## src/rtl/tcdr_pkg.sv

```systemverilog
// ----------------------------------------------------------------------------
// tcdr_pkg
// Types, constants and helper functions shared by the setpoint ramp blocks.
// ----------------------------------------------------------------------------
package tcdr_pkg;

   localparam int FRAC_BITS_DEF = 16;
   localparam int CHANNELS_DEF  = 3;

   localparam int NUM_SETS   = 3;
   localparam int TGT_W      = 17;
   localparam int DUR_W      = 13;
   localparam int DUR_LSB    = 51;
   localparam int SPM_W      = 8;
   localparam int STEPS_W    = DUR_W + SPM_W;
   localparam int CODE_W     = 16;
   localparam int CHN_W      = 2;
   localparam int SPI_W      = 24;
   localparam int REG_W      = 64;
   localparam int ADDR_W     = 5;

   localparam logic [CODE_W-1:0] MAG_MAX = 16'hFFFF;

   localparam logic [REG_W-1:0] SET0_RESET = 64'd2251799813685248;
   localparam logic [REG_W-1:0] SET1_RESET = 64'd2289338114246793;
   localparam logic [REG_W-1:0] SET2_RESET = 64'd4466078506809207;
   localparam logic [SPM_W-1:0] SPM_RESET  = 8'd58;

   // register indexes (paddr[4:3])
   localparam logic [1:0] REG_SET0 = 2'd0;
   localparam logic [1:0] REG_SET1 = 2'd1;
   localparam logic [1:0] REG_SET2 = 2'd2;
   localparam logic [1:0] REG_SPM  = 2'd3;

   // opcodes
   localparam logic [1:0] OP_TRIGGER = 2'd0;
   localparam logic [1:0] OP_TICK    = 2'd1;
   localparam logic [1:0] OP_RELEASE = 2'd2;
   localparam logic [1:0] OP_NONE    = 2'd3;

   // setpoint set codes
   localparam logic [1:0] SET_0    = 2'd0;
   localparam logic [1:0] SET_1    = 2'd1;
   localparam logic [1:0] SET_2    = 2'd2;
   localparam logic [1:0] SET_NONE = 2'd3;

   localparam int Q_DEPTH = 2;
   localparam int Q_PTR_W = $clog2(Q_DEPTH);
   localparam int Q_CNT_W = $clog2(Q_DEPTH + 1);

   typedef enum logic [1:0] {
      CMD_TRIGGER,
      CMD_TICK,
      CMD_RELEASE
   } cmd_kind_type;

   typedef struct packed {
      cmd_kind_type kind;
      logic [1:0]   set;
   } cmd_type;

   typedef enum logic [1:0] {
      BK_IDLE,
      BK_DIV_START,
      BK_DIV_WAIT,
      BK_EMIT
   } bk_state_type;

   typedef logic [NUM_SETS-1:0][REG_W-1:0] set_regs_type;

   function automatic logic [REG_W-1:0] set_word(input set_regs_type regs,
                                                 input logic [1:0] s);
      logic [REG_W-1:0] w;
      case (s)
         SET_0:   w = regs[0];
         SET_1:   w = regs[1];
         SET_2:   w = regs[2];
         default: w = '0;
      endcase
      return w;
   endfunction

   // signed 17-bit target of one channel; channels beyond the packing read zero
   function automatic logic [TGT_W-1:0] tgt_raw(input logic [REG_W-1:0] w,
                                                input logic [CHN_W-1:0] ch);
      logic [TGT_W-1:0] t;
      case (ch)
         2'd0:    t = w[16:0];
         2'd1:    t = w[33:17];
         2'd2:    t = w[50:34];
         default: t = '0;
      endcase
      return t;
   endfunction

endpackage

```

## src/rtl/tcdr_front.sv

```systemverilog
// ----------------------------------------------------------------------------
// tcdr_front
// Accepts request items, decodes opcode and select lines, queues commands.
// ----------------------------------------------------------------------------
module tcdr_front
   import tcdr_pkg::*;
(
   input  logic       req_valid,
   output logic       req_ready,
   input  logic [1:0] req_opcode,
   input  logic       req_sel_line_a,
   input  logic       req_sel_line_b,
   output logic       q_push,
   output cmd_type    q_data,
   input  logic       q_full
);

   logic keep;
   logic accept;

   assign req_ready = ~q_full;
   assign accept    = req_valid & req_ready;

   always_comb begin
      keep        = 1'b0;
      q_data.kind = CMD_TICK;
      q_data.set  = SET_NONE;
      unique case (req_opcode)
         OP_TRIGGER: begin
            q_data.kind = CMD_TRIGGER;
            keep        = ~(req_sel_line_a & req_sel_line_b);
            if (req_sel_line_a) begin
               q_data.set = SET_1;
            end else if (req_sel_line_b) begin
               q_data.set = SET_2;
            end else begin
               q_data.set = SET_0;
            end
         end
         OP_TICK: begin
            q_data.kind = CMD_TICK;
            keep        = 1'b1;
         end
         OP_RELEASE: begin
            q_data.kind = CMD_RELEASE;
            keep        = 1'b1;
         end
         OP_NONE: begin
            keep = 1'b0;
         end
         default: begin
            keep = 1'b0;
         end
      endcase
   end

   // drop items that have no effect
   assign q_push = accept & keep;

endmodule

```

## src/rtl/tcdr_queue.sv

```systemverilog
// ----------------------------------------------------------------------------
// tcdr_queue
// Short command queue between the decoder and the ramp engine.
// ----------------------------------------------------------------------------
module tcdr_queue
   import tcdr_pkg::*;
(
   input  logic    clock,
   input  logic    reset,
   input  logic    push,
   input  cmd_type push_data,
   output logic    full,
   input  logic    pop,
   output logic    pop_valid,
   output cmd_type pop_data
);

   cmd_type              entry_ff [Q_DEPTH];
   logic [Q_PTR_W-1:0]   wr_ptr_ff, wr_ptr_in;
   logic [Q_PTR_W-1:0]   rd_ptr_ff, rd_ptr_in;
   logic [Q_CNT_W-1:0]   count_ff,  count_in;
   logic                 do_push, do_pop;

   assign full      = (count_ff == Q_CNT_W'(Q_DEPTH));
   assign pop_valid = (count_ff != '0);
   assign pop_data  = entry_ff[rd_ptr_ff];
   assign do_push   = push & ~full;
   assign do_pop    = pop & pop_valid;

   always_comb begin
      wr_ptr_in = do_push ? wr_ptr_ff + 1'b1 : wr_ptr_ff;
      rd_ptr_in = do_pop  ? rd_ptr_ff + 1'b1 : rd_ptr_ff;
      count_in  = count_ff;
      if (do_push && !do_pop) begin
         count_in = count_ff + 1'b1;
      end else if (do_pop && !do_push) begin
         count_in = count_ff - 1'b1;
      end
   end

   always_ff @(posedge clock) begin
      if (reset) begin
         wr_ptr_ff <= '0;
         rd_ptr_ff <= '0;
         count_ff  <= '0;
      end else begin
         wr_ptr_ff <= wr_ptr_in;
         rd_ptr_ff <= rd_ptr_in;
         count_ff  <= count_in;
      end
   end

   always_ff @(posedge clock) begin
      if (do_push) begin
         entry_ff[wr_ptr_ff] <= push_data;
      end
   end

   a_no_overflow: assert property (@(posedge clock) disable iff (reset)
      (push && !pop) |-> !full)
      else $error("command queue overflow");

endmodule

```

## src/rtl/tcdr_div.sv

```systemverilog
// ----------------------------------------------------------------------------
// tcdr_div
// Restoring divider, one quotient bit per cycle.
// ----------------------------------------------------------------------------
module tcdr_div #(
   parameter int DVD_W = 33,
   parameter int DVS_W = 21
) (
   input  logic             clock,
   input  logic             reset,
   input  logic             start,
   input  logic [DVD_W-1:0] dividend,
   input  logic [DVS_W-1:0] divisor,
   output logic             done,
   output logic [DVD_W-1:0] quotient
);

   localparam int CNT_W = $clog2(DVD_W + 1);

   logic             busy_ff, busy_in;
   logic             done_ff, done_in;
   logic [CNT_W-1:0] cnt_ff, cnt_in;
   logic [DVD_W-1:0] q_ff, q_in;
   logic [DVS_W-1:0] rem_ff, rem_in;
   logic [DVS_W-1:0] dvs_ff, dvs_in;
   logic [DVS_W:0]   rem_shift;
   logic [DVS_W:0]   rem_diff;
   logic             fits;

   assign rem_shift = {rem_ff, q_ff[DVD_W-1]};
   assign rem_diff  = rem_shift - {1'b0, dvs_ff};
   assign fits      = (rem_shift >= {1'b0, dvs_ff});

   always_comb begin
      busy_in = busy_ff;
      done_in = 1'b0;
      cnt_in  = cnt_ff;
      q_in    = q_ff;
      rem_in  = rem_ff;
      dvs_in  = dvs_ff;
      if (start) begin
         busy_in = 1'b1;
         cnt_in  = CNT_W'(DVD_W);
         q_in    = dividend;
         rem_in  = '0;
         dvs_in  = divisor;
      end else if (busy_ff) begin
         q_in   = {q_ff[DVD_W-2:0], fits};
         rem_in = fits ? rem_diff[DVS_W-1:0] : rem_shift[DVS_W-1:0];
         cnt_in = cnt_ff - 1'b1;
         if (cnt_ff == CNT_W'(1)) begin
            busy_in = 1'b0;
            done_in = 1'b1;
         end
      end
   end

   always_ff @(posedge clock) begin
      if (reset) begin
         busy_ff <= 1'b0;
         done_ff <= 1'b0;
         cnt_ff  <= '0;
      end else begin
         busy_ff <= busy_in;
         done_ff <= done_in;
         cnt_ff  <= cnt_in;
      end
   end

   always_ff @(posedge clock) begin
      q_ff   <= q_in;
      rem_ff <= rem_in;
      dvs_ff <= dvs_in;
   end

   assign done     = done_ff;
   assign quotient = q_ff;

endmodule

```

## src/rtl/tcdr_back.sv

```systemverilog
// ----------------------------------------------------------------------------
// tcdr_back
// Ramp engine: starts ramps, advances positions on ticks, emits DAC writes.
// ----------------------------------------------------------------------------
module tcdr_back
   import tcdr_pkg::*;
#(
   parameter int FRAC_BITS = FRAC_BITS_DEF,
   parameter int CHANNELS  = CHANNELS_DEF
) (
   input  logic              clock,
   input  logic              reset,
   input  set_regs_type      set_regs,
   input  logic [SPM_W-1:0]  steps_per_ms,
   input  logic              cmd_valid,
   input  cmd_type           cmd,
   output logic              cmd_pop,
   output logic              rsp_valid,
   input  logic              rsp_ready,
   output logic [CHN_W-1:0]  rsp_channel,
   output logic [CODE_W-1:0] rsp_magnitude_code,
   output logic              rsp_positive,
   output logic [SPI_W-1:0]  rsp_spi_word,
   output logic              rsp_last
);

   localparam int POS_W = TGT_W + FRAC_BITS;
   localparam int MAG_W = POS_W;
   localparam int INC_W = POS_W + 1;
   localparam int CI_W  = (CHANNELS > 1) ? $clog2(CHANNELS) : 1;
   localparam logic [CI_W-1:0] CH_LAST = CI_W'(CHANNELS - 1);
   localparam logic [POS_W:0]  HALF    = (POS_W + 1)'(1) << (FRAC_BITS - 1);

   bk_state_type         state_ff, state_in;
   logic signed [POS_W-1:0] pos_ff [CHANNELS];
   logic signed [POS_W-1:0] pos_in [CHANNELS];
   logic signed [INC_W-1:0] inc_ff [CHANNELS];
   logic signed [INC_W-1:0] inc_in [CHANNELS];
   logic [STEPS_W-1:0]   steps_left_ff, steps_left_in;
   logic                 busy_ff, busy_in;
   logic [1:0]           target_set_ff, target_set_in;
   logic [1:0]           last_set_ff, last_set_in;
   logic [CI_W-1:0]      ch_ff, ch_in;
   logic                 neg_ff, neg_in;

   logic                 rsp_valid_ff, rsp_valid_in;
   logic [CHN_W-1:0]     rsp_channel_ff, rsp_channel_in;
   logic [CODE_W-1:0]    rsp_code_ff, rsp_code_in;
   logic                 rsp_positive_ff, rsp_positive_in;
   logic                 rsp_last_ff, rsp_last_in;

   logic                 div_start;
   logic [MAG_W-1:0]     div_dividend;
   logic                 div_done;
   logic [MAG_W-1:0]     div_quot;

   logic [REG_W-1:0]     trig_word;
   logic [DUR_W-1:0]     dur;
   logic [STEPS_W-1:0]   prod;
   logic [STEPS_W-1:0]   nsteps;
   logic [STEPS_W-1:0]   steps_dec;
   logic [REG_W-1:0]     ramp_word;
   logic signed [POS_W-1:0] tgt_cur;
   logic signed [INC_W-1:0] delta;
   logic signed [POS_W-1:0] pos_cur;
   logic [POS_W-1:0]     abs_p;
   logic [POS_W:0]       rounded;
   logic [POS_W-FRAC_BITS:0] code_full;
   logic [CODE_W-1:0]    code_sat;

   tcdr_div #(
      .DVD_W (MAG_W),
      .DVS_W (STEPS_W)
   ) u_div (
      .clock    (clock),
      .reset    (reset),
      .start    (div_start),
      .dividend (div_dividend),
      .divisor  (steps_left_ff),
      .done     (div_done),
      .quotient (div_quot)
   );

   // step count for a trigger
   assign trig_word = set_word(set_regs, cmd.set);
   assign dur       = (trig_word[DUR_LSB +: DUR_W] == '0) ? DUR_W'(1)
                                                          : trig_word[DUR_LSB +: DUR_W];
   assign prod      = STEPS_W'(dur) * STEPS_W'(steps_per_ms);
   assign nsteps    = (prod == '0) ? STEPS_W'(1) : prod;
   assign steps_dec = steps_left_ff - 1'b1;

   // per-channel delta for the division in progress
   assign ramp_word = set_word(set_regs, target_set_ff);
   assign tgt_cur   = {tgt_raw(ramp_word, CHN_W'(ch_ff)), {FRAC_BITS{1'b0}}};
   assign pos_cur   = pos_ff[ch_ff];
   assign delta     = INC_W'(tgt_cur) - INC_W'(pos_cur);
   assign div_dividend = delta[INC_W-1] ? MAG_W'(-delta) : MAG_W'(delta);

   // magnitude code of the channel being emitted, half away from zero
   assign abs_p     = pos_cur[POS_W-1] ? POS_W'(-pos_cur) : POS_W'(pos_cur);
   assign rounded   = {1'b0, abs_p} + HALF;
   assign code_full = rounded[POS_W:FRAC_BITS];
   assign code_sat  = (code_full > (POS_W - FRAC_BITS + 1)'(MAG_MAX)) ? MAG_MAX
                                                                   : code_full[CODE_W-1:0];

   always_comb begin
      state_in        = state_ff;
      pos_in          = pos_ff;
      inc_in          = inc_ff;
      steps_left_in   = steps_left_ff;
      busy_in         = busy_ff;
      target_set_in   = target_set_ff;
      last_set_in     = last_set_ff;
      ch_in           = ch_ff;
      neg_in          = neg_ff;
      cmd_pop         = 1'b0;
      div_start       = 1'b0;
      rsp_valid_in    = rsp_valid_ff & ~rsp_ready;
      rsp_channel_in  = rsp_channel_ff;
      rsp_code_in     = rsp_code_ff;
      rsp_positive_in = rsp_positive_ff;
      rsp_last_in     = rsp_last_ff;
      unique case (state_ff)
         BK_IDLE: begin
            if (cmd_valid) begin
               cmd_pop = 1'b1;
               case (cmd.kind)
                  CMD_RELEASE: begin
                     last_set_in = SET_NONE;
                  end
                  CMD_TRIGGER: begin
                     if (!busy_ff && cmd.set != last_set_ff) begin
                        steps_left_in = nsteps;
                        target_set_in = cmd.set;
                        busy_in       = 1'b1;
                        ch_in         = '0;
                        state_in      = BK_DIV_START;
                     end
                  end
                  CMD_TICK: begin
                     if (busy_ff) begin
                        steps_left_in = steps_dec;
                        if (steps_dec == '0) begin
                           // final step: snap to the target as configured now
                           for (int c = 0; c < CHANNELS; c++) begin
                              pos_in[c] = {tgt_raw(ramp_word, CHN_W'(c)),
                                           {FRAC_BITS{1'b0}}};
                           end
                           busy_in     = 1'b0;
                           last_set_in = target_set_ff;
                        end else begin
                           for (int c = 0; c < CHANNELS; c++) begin
                              pos_in[c] = POS_W'(INC_W'(pos_ff[c]) + inc_ff[c]);
                           end
                        end
                        ch_in    = '0;
                        state_in = BK_EMIT;
                     end
                  end
                  default: begin
                  end
               endcase
            end
         end
         BK_DIV_START: begin
            div_start = 1'b1;
            neg_in    = delta[INC_W-1];
            state_in  = BK_DIV_WAIT;
         end
         BK_DIV_WAIT: begin
            if (div_done) begin
               inc_in[ch_ff] = neg_ff ? -INC_W'(div_quot) : INC_W'(div_quot);
               if (ch_ff == CH_LAST) begin
                  state_in = BK_IDLE;
               end else begin
                  ch_in    = ch_ff + 1'b1;
                  state_in = BK_DIV_START;
               end
            end
         end
         BK_EMIT: begin
            if (!rsp_valid_ff || rsp_ready) begin
               rsp_valid_in    = 1'b1;
               rsp_channel_in  = CHN_W'(ch_ff);
               rsp_code_in     = code_sat;
               rsp_positive_in = ~pos_cur[POS_W-1];
               rsp_last_in     = (ch_ff == CH_LAST);
               if (ch_ff == CH_LAST) begin
                  state_in = BK_IDLE;
               end else begin
                  ch_in = ch_ff + 1'b1;
               end
            end
         end
         default: begin
            state_in = BK_IDLE;
         end
      endcase
   end

   always_ff @(posedge clock) begin
      if (reset) begin
         state_ff      <= BK_IDLE;
         steps_left_ff <= '0;
         busy_ff       <= 1'b0;
         target_set_ff <= SET_NONE;
         last_set_ff   <= SET_NONE;
         ch_ff         <= '0;
         neg_ff        <= 1'b0;
         rsp_valid_ff  <= 1'b0;
         for (int c = 0; c < CHANNELS; c++) begin
            pos_ff[c] <= '0;
            inc_ff[c] <= '0;
         end
      end else begin
         state_ff      <= state_in;
         steps_left_ff <= steps_left_in;
         busy_ff       <= busy_in;
         target_set_ff <= target_set_in;
         last_set_ff   <= last_set_in;
         ch_ff         <= ch_in;
         neg_ff        <= neg_in;
         rsp_valid_ff  <= rsp_valid_in;
         pos_ff        <= pos_in;
         inc_ff        <= inc_in;
      end
   end

   always_ff @(posedge clock) begin
      rsp_channel_ff  <= rsp_channel_in;
      rsp_code_ff     <= rsp_code_in;
      rsp_positive_ff <= rsp_positive_in;
      rsp_last_ff     <= rsp_last_in;
   end

   assign rsp_valid          = rsp_valid_ff;
   assign rsp_channel        = rsp_channel_ff;
   assign rsp_magnitude_code = rsp_code_ff;
   assign rsp_positive       = rsp_positive_ff;
   assign rsp_spi_word       = {5'b0, rsp_channel_ff, 1'b0, rsp_code_ff};
   assign rsp_last           = rsp_last_ff;

   a_busy_steps: assert property (@(posedge clock) disable iff (reset)
      busy_ff |-> steps_left_ff != '0)
      else $error("ramp running with no steps left");

   a_busy_set: assert property (@(posedge clock) disable iff (reset)
      busy_ff |-> target_set_ff != SET_NONE)
      else $error("ramp running without a target set");

   a_div_busy: assert property (@(posedge clock) disable iff (reset)
      (state_ff == BK_DIV_WAIT) |-> busy_ff)
      else $error("increment division outside a ramp");

endmodule

```

## src/rtl/triggered_three_channel_dac_ramp.sv

```systemverilog
// ----------------------------------------------------------------------------
// triggered_three_channel_dac_ramp
// Triggered linear setpoint ramp for coil DAC channels, with APB registers.
// ----------------------------------------------------------------------------
// A step tick goes through the command queue and the EMIT state to registered
//   outputs, one DAC write per cycle unless rsp_ready stalls, CHANNELS in all.
// A starting trigger occupies the engine while the one-bit-per-cycle increment
//   divider works out the increment of each channel in turn.
// A two-entry command queue lets items be accepted while the engine works.
// Reset (synchronous, active high) restores register defaults, zeroes positions.
module triggered_three_channel_dac_ramp
   import tcdr_pkg::*;
#(
   parameter int FRAC_BITS = FRAC_BITS_DEF,
   parameter int CHANNELS  = CHANNELS_DEF
) (
   input  logic              clock,
   input  logic              reset,
   input  logic              req_valid,
   output logic              req_ready,
   input  logic [1:0]        req_opcode,
   input  logic              req_sel_line_a,
   input  logic              req_sel_line_b,
   output logic              rsp_valid,
   input  logic              rsp_ready,
   output logic [CHN_W-1:0]  rsp_channel,
   output logic [CODE_W-1:0] rsp_magnitude_code,
   output logic              rsp_positive,
   output logic [SPI_W-1:0]  rsp_spi_word,
   output logic              rsp_last,
   input  logic              csr_psel,
   input  logic              csr_penable,
   input  logic              csr_pwrite,
   input  logic [ADDR_W-1:0] csr_paddr,
   input  logic [REG_W-1:0]  csr_pwdata,
   output logic [REG_W-1:0]  csr_prdata,
   output logic              csr_pready
);

   set_regs_type      set_regs_ff;
   logic [SPM_W-1:0]  spm_ff;
   logic              csr_wr;
   logic [1:0]        csr_idx;

   logic              q_push;
   cmd_type           q_push_data;
   logic              q_full;
   logic              q_pop;
   logic              q_valid;
   cmd_type           q_data;

   assign csr_pready = 1'b1;
   assign csr_idx    = csr_paddr[4:3];
   assign csr_wr     = csr_psel & csr_penable & csr_pwrite;

   always_ff @(posedge clock) begin
      if (reset) begin
         set_regs_ff[0] <= SET0_RESET;
         set_regs_ff[1] <= SET1_RESET;
         set_regs_ff[2] <= SET2_RESET;
         spm_ff         <= SPM_RESET;
      end else if (csr_wr) begin
         unique case (csr_idx)
            REG_SET0: set_regs_ff[0] <= csr_pwdata;
            REG_SET1: set_regs_ff[1] <= csr_pwdata;
            REG_SET2: set_regs_ff[2] <= csr_pwdata;
            REG_SPM:  spm_ff         <= csr_pwdata[SPM_W-1:0];
            default:  spm_ff         <= spm_ff;
         endcase
      end
   end

   always_comb begin
      unique case (csr_idx)
         REG_SET0: csr_prdata = set_regs_ff[0];
         REG_SET1: csr_prdata = set_regs_ff[1];
         REG_SET2: csr_prdata = set_regs_ff[2];
         REG_SPM:  csr_prdata = {{(REG_W - SPM_W){1'b0}}, spm_ff};
         default:  csr_prdata = '0;
      endcase
   end

   tcdr_front u_front (
      .req_valid      (req_valid),
      .req_ready      (req_ready),
      .req_opcode     (req_opcode),
      .req_sel_line_a (req_sel_line_a),
      .req_sel_line_b (req_sel_line_b),
      .q_push         (q_push),
      .q_data         (q_push_data),
      .q_full         (q_full)
   );

   tcdr_queue u_queue (
      .clock     (clock),
      .reset     (reset),
      .push      (q_push),
      .push_data (q_push_data),
      .full      (q_full),
      .pop       (q_pop),
      .pop_valid (q_valid),
      .pop_data  (q_data)
   );

   tcdr_back #(
      .FRAC_BITS (FRAC_BITS),
      .CHANNELS  (CHANNELS)
   ) u_back (
      .clock              (clock),
      .reset              (reset),
      .set_regs           (set_regs_ff),
      .steps_per_ms       (spm_ff),
      .cmd_valid          (q_valid),
      .cmd                (q_data),
      .cmd_pop            (q_pop),
      .rsp_valid          (rsp_valid),
      .rsp_ready          (rsp_ready),
      .rsp_channel        (rsp_channel),
      .rsp_magnitude_code (rsp_magnitude_code),
      .rsp_positive       (rsp_positive),
      .rsp_spi_word       (rsp_spi_word),
      .rsp_last           (rsp_last)
   );

endmodule
```

## config.mk

```make
export PLATFORM = sky130hd
export DESIGN_NAME = triggered_three_channel_dac_ramp
export DESIGN_NICKNAME = d
export VERILOG_FILES = /design/src/rtl/tcdr_pkg.sv /design/src/rtl/tcdr_front.sv /design/src/rtl/tcdr_queue.sv /design/src/rtl/tcdr_div.sv /design/src/rtl/tcdr_back.sv /design/src/rtl/triggered_three_channel_dac_ramp.sv
export SDC_FILE = /design/constraint.sdc
export NUM_CORES = 2
export LEC_CHECK = 0
export ABC_AREA = 1
export BUFFER_PORTS_ARGS = -buffer_cell sky130_fd_sc_hd__clkbuf_2
export CORE_ASPECT_RATIO = 0.75
export CORE_MARGIN = 2
export CORE_UTILIZATION = 45
export DETAILED_ROUTE_END_ITERATION = 16
export RECOVER_POWER = 50
export SYNTH_ARGS = -nofsm -noshare
export SYNTH_HDL_FRONTEND = slang
export SYNTH_HIERARCHICAL = 1
export SYNTH_SLANG_ARGS = --single-unit
export TNS_END_PERCENT = 10
```

## constraint.sdc

```tcl
create_clock -name clock -period 8 [get_ports clock]
set_clock_uncertainty 0.1 [all_clocks]
set_input_delay 1.6 -clock clock [delete_from_list [all_inputs] [get_ports clock]]
set_output_delay 1.6 -clock clock [all_outputs]
set_load 0.02 [all_outputs]
```

==> impl_metrics.json <==
{
  "outcome": "finished with violations",
  "failed_checks": "max-capacitance violations, max-slew violations",
  "wl_um": 146000,
  "fp.dieH_um": 269,
  "ios": 191,
  "antenna_found_initial": 1,
  "post_cts_resized": 0,
  "grt_pass1_vias": 37400,
  "crit_path_end_kind": "flop",
  "top_layer_used": "met4",
  "path_clk_slew_ns": 0.06,
  "whs_ns": 0.368,
  "post_drt_wl_per_cell_um": 18.8,
  "vdd_drop_max_uv": 459,
  "die_area_um2": 95900,
  "via_per_inst": 5.42,
  "fp-row-count": 97,
  "io_buffers": 180,
  "fin_area_um2": 45300,
  "p_leak_nw": 22.9,
  "drc": 0,
  "relSlewSlack_pct": -130,
  "fillers": 9868,
  "grt_pass1_wl_um": 224000,
  "core_um2": 93000,
  "cp-start-kind": "input pin",
  "area_growth_pct": 7.78,
  "path_class": "in2reg",
  "die_w_um": 357,
  "clock-sinks": 546,
  "hold_buffers": 0,
  "cts_buffers": 60,
  "worst_slack_ns": 0.596,
  "insertion_delay_ns": 0.70,
  "cp.required_ns": 8.47,
  "clock.fmax_ghz": 0.135,
  "yosysTopAreaCellShare_pct": 22.1,
  "synth_edf_count": 82,
  "met2_length_um": 58400,
  "min_path_type": "reg2reg",
  "powerDensity_nw_per_um2": 366,
  "setup_viol": 0,
  "seq_area_frac_synth_pct": 28.0,
  "dp_hpwl_um": 107000,
  "placed_area_um2": 43200,
  "slew_viol_final": 511,
  "clockBufferDepth": 3,
  "maxCapViolCount": 9,
  "grt_overflow": 0,
  "min_path_cells": 2,
  "layout-drive-gt1-share_pct": 7.13,
  "synthArstFlopShare_pct": 0,
  "dp_slack_ns": 1.08,
  "yosysTopAreaCell": "dfxtp_1",
  "arrival_ns": 7.88,
  "grt_usage_pct": 29.8,
  "antenna_cells": 0,
  "cts_tree": "done",
  "worstRegToRegCells": 20,
  "start_util_pct": 45.2,
  "grt_setup_unrepaired": "false",
  "place_congestion": 1.00,
  "drtIter0Drc": 4650,
  "finalSetupTns_ns": 0,
  "met1_length_um": 70600,
  "antenna_left": 0,
  "syn_area_um2": 42000,
  "synth_cells": 6483,
  "htreeDepth": 2,
  "rrSetupSlack_ns": 0.93,
  "nets": 6813,
  "synth_area_leaders": "dfxtp_1 (22%), nand2_1 (17%), nand3_1 (8.4%), inv_1 (7.1%), nor2_1 (5.9%)",
  "final_common_cell": "nand2_1",
  "yosys.cell_types.count": 66,
  "finalHoldViolations": 0,
  "layout_common_cells": "nand2_1 (1890), inv_1 (797), nand3_1 (705)",
  "synth-seq-cells": 546,
  "postCtsSetupBuffers": 0,
  "ys_warn_count": 6,
  "tightest_slew_ns": 3.45,
  "final.min_clock_period_ns": 7.40,
  "avgSynthCellArea_um2": 6.48,
  "wl_met3_um": 13700,
  "grt_max_degree": 143,
  "worstPathMaxFanout": 131,
  "yosys_most_used_dff": "dfxtp_1",
  "cts_root_buf": "clkbuf_16",
  "drtPass1Iterations": 6,
  "period_share_pct": 92.5,
  "num_vias": 42100
}
-- cell usage after synthesis, drive strengths merged (4+ instances only) --
library cell,n
nand4,48
o21a,23
fa,70
a21boi,7
edfxtp,82
a31oi,12
nor2,707
buf,141
o21ai,290
inv,818
xor2,109
o211ai,18
nor3,48
dfxtp,464
nand3b,29
clkbuf,151
nor4,19
or2,15
a21o,13
a211oi,32
o21bai,94
ha,191
nand2,1944
a221oi,14
xnor2,81
clkinv,4
nor3b,4
a21oi,303
nand3,730
mux2,4
-- metal layers --
layer,vias to the layer above,global-route usage [%]
met2,1694,42.4
met5,-,0
met1,19500,45.5
li1,20700,-
met4,0,7.30
met3,185,5.67
-- sequential cells by signal, summed over array words and instances (netlist names), 6 cells and up, named ones only --
signal / flops
u_back/u_div/quotient: 33
set_regs_ff: 192
u_back/pos_ff: 99
u_queue/entry_ff: 8
u_back/rsp_magnitude_code: 16
u_back/steps_left_ff: 21
u_back/u_div/dvs_ff: 21
u_back/u_div/rem_ff: 21
spm_ff: 8
u_back/inc_ff: 99
u_back/u_div/cnt_ff: 6
-- path summary, 6_finish.rpt --
kind | start | endpoint
setup / recovery | reset | set_regs_ff[23]$_SDFFE_PP0P_
hold / removal | u_back/u_div/rem_ff[11]$_SDFFE_PP0P_ | u_back/u_div/rem_ff[11]$_SDFFE_PP0P_
setup reg to reg | u_back/ch_ff[0]$_SDFFE_PP0P_ | u_back/u_div/quotient[23]$_DFFE_PP_
hold reg to reg | u_back/u_div/rem_ff[11]$_SDFFE_PP0P_ | u_back/u_div/rem_ff[11]$_SDFFE_PP0P_
-- cells by family after synthesis --
kind of cell	count (synthesis)	synth area share [%]
and+or+nand+nor	3547	36.3
adders and majority gates	261	9.02
xor gates and xnor gates	190	4.16
DFF	546	28.0
buffers and inverters	1114	11.1
other	2	0.0179
AOI/OAI and AO/OA	819	11.3
muxes	4	0.107
-- where the power goes --
group / internal (mW) / total [mW] / switching (mW)
registers: 3.19 / 3.50 / 0.318
logic: 2.78 / 10.0 / 7.22
clock network: 1.75 / 3.07 / 1.31
-- through the flow --
| step | power, mW | instances | utilization (%) |
|---|---|---|---|
| after floorplan | 10.5 | 6488 | - |
| after global placement | 13.1 | 7647 | 46.5 |
| after detailed placement | 13.2 | 7647 | 46.5 |
| after CTS | 16.3 | 7761 | 48.8 |
| after global routing | 17.7 | 7761 | 48.7 |
| final | 16.6 | 7761 | 48.7 |
-- area by class of cell --
cell class	instances	area, um^2	share of cell area [%]
clock inverter	35	429	0.948
multi-input combinational	4828	25600	56.5
inverter	822	3100	6.84
sequential	546	11800	26.0
timing repair buffer	214	1120	2.48
tap	1237	1550	3.42
clock buffer	79	1730	3.81
-- worst max-delay path, cell delays in order --
cell and delay, ns:
clkbuf_1 1.91, clkinvlp_4 2.85, buf_4 1.03, nand2_1 0.17, nor2_1 0.05
Power figures use the tool's default switching activity.
